$ cat src/hdl/bums_pkg.sv
// Shared constants and types of the bottom-up merge sorter.
`default_nettype none

package bums_pkg;

  localparam int DATA_W = 32;

  typedef struct packed {
    logic we_a;
    logic we_b;
    logic src_sel;
  } bums_memctl_t;

endpackage

`default_nettype wire

$ cat src/hdl/bums_ram.sv
// Synchronous memory with one write port and two registered read ports.
`default_nettype none

module bums_ram
  import bums_pkg::*;
#(
  parameter int DEPTH = 64
) (
  input  wire logic                       clk,
  input  wire logic                       we,
  input  wire logic [$clog2(DEPTH)-1:0]   wr_addr,
  input  wire logic [DATA_W-1:0]          wr_data,
  input  wire logic [$clog2(DEPTH)-1:0]   rd_addr0,
  input  wire logic [$clog2(DEPTH)-1:0]   rd_addr1,
  output logic      [DATA_W-1:0]          rd_data0,
  output logic      [DATA_W-1:0]          rd_data1
);

  logic [DATA_W-1:0] mem [DEPTH];

  always_ff @(posedge clk) begin
    if (we) begin
      mem[wr_addr] <= wr_data;
    end
    rd_data0 <= mem[rd_addr0];
    rd_data1 <= mem[rd_addr1];
  end

endmodule

`default_nettype wire

$ cat config.mk
export PLATFORM = sky130hd
export DESIGN_NAME = bums_ram
export DESIGN_NICKNAME = d
export VERILOG_FILES = /design/src/hdl/bums_pkg.sv /design/src/hdl/bums_ram.sv
export SDC_FILE = /design/constraint.sdc
export NUM_CORES = 2
export LEC_CHECK = 0
export ABC_AREA = 0
export BUFFER_PORTS_ARGS = -buffer_cell sky130_fd_sc_hd__buf_2
export CAP_MARGIN = 10
export CELL_PAD_IN_SITES_DETAIL_PLACEMENT = 2
export CELL_PAD_IN_SITES_GLOBAL_PLACEMENT = 2
export CORE_MARGIN = 2
export CORE_UTILIZATION = 35
export DETAILED_ROUTE_END_ITERATION = 8
export PLACE_DENSITY_LB_ADDON = 0.1
export SLEW_MARGIN = 10
export SYNTH_ARGS = -nofsm -noshare
export SYNTH_HDL_FRONTEND = slang
export SYNTH_SLANG_ARGS = --single-unit
$ cat constraint.sdc
create_clock -name clk -period 5.3 [get_ports clk]
set_clock_uncertainty 0.2 [all_clocks]
set_input_delay 0.795 -clock clk [delete_from_list [all_inputs] [get_ports clk]]
set_output_delay 0.795 -clock clk [all_outputs]
set_load 0.01 [all_outputs]
# Yosys cells after proc, flatten, opt, wreduce, memory -nomap -nowiden
# Memories as Yosys holds them, arrays and structs flattened. A register that Yosys moved wholly into a read port is not among the register bits.
# Index checks and enable logic that the tools add are counted.
# classes
n_mux	2
# op_table
cell	count
$mux 1	2
# word_totals
register_bits	0
ramBits	2048
in_bits	52
output_inout_bits	64
n_memories	1
# mem_list
memory	words	word_bits	read_ports	rd_ports_with_merged_regs	write_ports	line_no	source
mem	64	32	2	2	1	bums_ram.sv:19	logic [DATA_W-1:0] mem [DEPTH];

# Depth between registers and ports, before layout
# logic_depth
word_depth	2
depth_mapped	10

# Least setup slack after synthesis
# Ideal clock, no wire load.
# synth_path
path_kind	input-to-reg
start	input port wr_addr[3]
end	memory mem[48][0], enable pin
arrival_time_ns	3.525
path_slack_ns	1.114
stages	4
n_path_buf	1
path_cell_list	clkbuf_1 nor2b_1 nand4b_1 nor3_1
# synth_rtl
item	line_no	source
start, declared	bums_ram.sv:11	input wire logic [$clog2(DEPTH)-1:0] wr_addr,
end, declared	bums_ram.sv:19	
# No word-level cell before the write port.

==> impl_metrics.toml <==
[status]
outcome = "complete, no violations"

[yosys]
syn-num-nets = 4464
syn_avg_cell_area_um2 = 21.7
synth-async-reset-ratio = 0
synth_cell_type_count = 38
synth-seq-cells = 2112
synthTopCellsByArea = "edfxtp_1, mux4_2, mux2i_1"
synth_ff_type = "edfxtp_1"
synth_warnings = 0
syn_area_mm2 = 0.0957
synth_area_leader_cell = "edfxtp_1"
synthCells = 4412
ys_seq_area_frac = 0.656
synth_edf_count = 2048
synth_top_cell_area_share = 0.643

[timing]
period_share = 0.669
hold_slack_ns = 0.248
timing.fmax_mhz = 282
hold_viol = 0
tightestPinTransition_ns = 1.31
setup_viol = 0
rsz0062_at_grt = "false"
drv_slew = 0
finalCriticalPeriod_ns = 3.54
finalSetupTns_ns = 0
setup_ws_ns = 1.76
slew-limit-headroom = 0.126

[clocking]
hold_buffers = 0
path_clk_slew_ns = 0.06
cts_buffers = 238
cts.path.max_buffers = 4
tritoncts = "yes"
cts_setup_buffers = 0
cts-root-buf = "clkbuf_16"
cts_resized = 0
worstSkewPairLatency_ns = 0.91
htree_levels = 4
cts.sinks = 2112

[critical_path]
r2r_setup_slack_ns = 2.41
crit_chain = "buf_8 > buf_12 > buf_12 > mux4_2 > mux4_2 > o22ai_1 > a21oi_1"
cp_slowest_cell = "o22ai_1"
worstPathMaxFanout = 45
startpoint_type = "input port"
end_kind = "register"
crit_arrival_ns = 4.06
worst-r2r-cell-count = 4
required_ns = 5.82
r2r_end = "rd_data1[8]$_DFF_P_"
path_class = "input port to register"
reg2reg_from = "mem[23][8]$_DFFE_PP_"
cpPeakStageDelay_ns = 0.73

[global_route]
grtUsageMet3 = 0.0380
grt_pass1_wl_mm = 491
grt.busiest_layer = "met2"
antenna_found_initial = 31
grt_max_degree = 65
grt_pass1_vias = 56200
track_usage = 0.256
grtUsageMet2 = 0.414
grtUsageMet1 = 0.361
grt_overflow = 0

[die]
die_w_um = 527
rows = 191
dieArea_mm2 = 0.278
initial_core_util = 0.353
core_mm2 = 0.271
ioPinCount = 116
die_height_um = 527

[drt]
wl_per_cell_um = 41.9
vias_per_cell = 6.16
drtPass1Iterations = 5
drt_iter0_markers = 5905
routed_wl_mm = 355
drcViolationCount = 0
vias = 52300
postRouteAntennaNets = 0

[min_path]
holdPathEnd = "mem[38][23]$_DFFE_PP_"
hold_start = "wr_data[23]"
hp-class = "input port to register"
whs_path_depth = 1

[pwr]
power_leakage_nw = 34.5
power_density_mw_per_mm2 = 350
vdd_drop_max_v = 0.000291

[final_layout]
nets = 4763
utilization = 0.407
layout_commonest_cell = "edfxtp_1"
area_growth_pct = 15.3
final_cell_mix = "edfxtp_1, mux4_2, clkbuf_16"
drive_above_1_share = 0.405

[placement]
dpl.hpwl_mm = 210
place_ws_ns = 0.832
io_buffers = 115
place.gp.congestion = 0.773

[job]
cap_viol_max_count = 0
[Yosys cell counts, drive strengths merged (9+ instances only)]
| library cell | instances |
|---|---|
| a21oi | 58 |
| dfxtp | 64 |
| nor2b | 19 |
| buf | 212 |
| edfxtp | 2048 |
| nor2 | 94 |
| a211oi | 15 |
| o221ai | 16 |
| o22ai | 56 |
| mux4 | 1124 |
| mux2 | 36 |
| mux2i | 204 |
| a22oi | 85 |
| o211ai | 27 |
| o32a | 9 |
| a221oi | 13 |
| nand2 | 93 |
| a32oi | 9 |
| clkbuf | 135 |
| o21ai | 49 |
| nand3 | 9 |
[worst max-delay path: cells and delay by family]
kind | cells | cell delay [ns]
compound gates | 2 | 0.82
mux | 2 | 1.07
buf+inv | 3 | 1.15
[per-stage QoR]
stage	std cells	power, mW	area (um^2)
after CTS	8478	38.9	110000
after global routing	8481	39.7	110000
after detailed placement	8040	22.3	103000
after global placement	8038	22.2	103000
final	8484	38.6	110000
after floorplan	4412	20.7	95700
[worst max path at each step]
stage	start	end	slack, ns	cells after the start
finish	rd_addr1[0]	rd_data1[10]$_DFF_P_	1.76	7
global route	rd_addr1[0]	rd_data1[4]$_DFF_P_	1.66	8
CTS	rd_addr1[0]	rd_data1[4]$_DFF_P_	1.84	8
detailed placement	rd_addr1[0]	rd_data1[4]$_DFF_P_	0.83	8
global placement	rd_addr0[0]	rd_data0[15]$_DFF_P_	0.66	8
floorplan	wr_addr[3]	mem[48][0]$_DFFE_PP_	1.11	4
[registers in the layout (all words and copies together), names as in the netlist]
name and count:
mem 2048, rd_data0 32, rd_data1 32
[where the power goes]
part | switching [mW] | internal, mW
clock | 7.00 | 9.69
sequential | 0.155 | 18.5
combinational | 1.94 | 1.29
[cell families (layout without fill, tap and decap cells)]
group | count (synthesis) | in the layout | synth area share
buf+inv | 348 | 845 | 0.0183
flops | 2112 | 2112 | 0.656
simple gates | 248 | 248 | 0.0113
mux | 1364 | 1364 | 0.290
other cells | 0 | 5 | 0
compound gates | 340 | 340 | 0.0239
[cell type report]
class	instances	area (um^2)
Fill cell	24800	161000
Inverter	1	3.75
Clock buffer	310	6460
Tap cell	3570	4470
Timing Repair Buffer	406	3700
Clock inverter	128	1240
Antenna cell	5	12.5
Multi-Input combinational cell	1952	31700
Sequential cell	2112	62800
[layer usage]
metal	wire length [um]	vias up
met5	35	-
met4	10600	6
met3	20300	480
met2	170000	1704
met1	155000	30000
li1	-	20100
No activity file was read; power rests on OpenSTA's default activity.
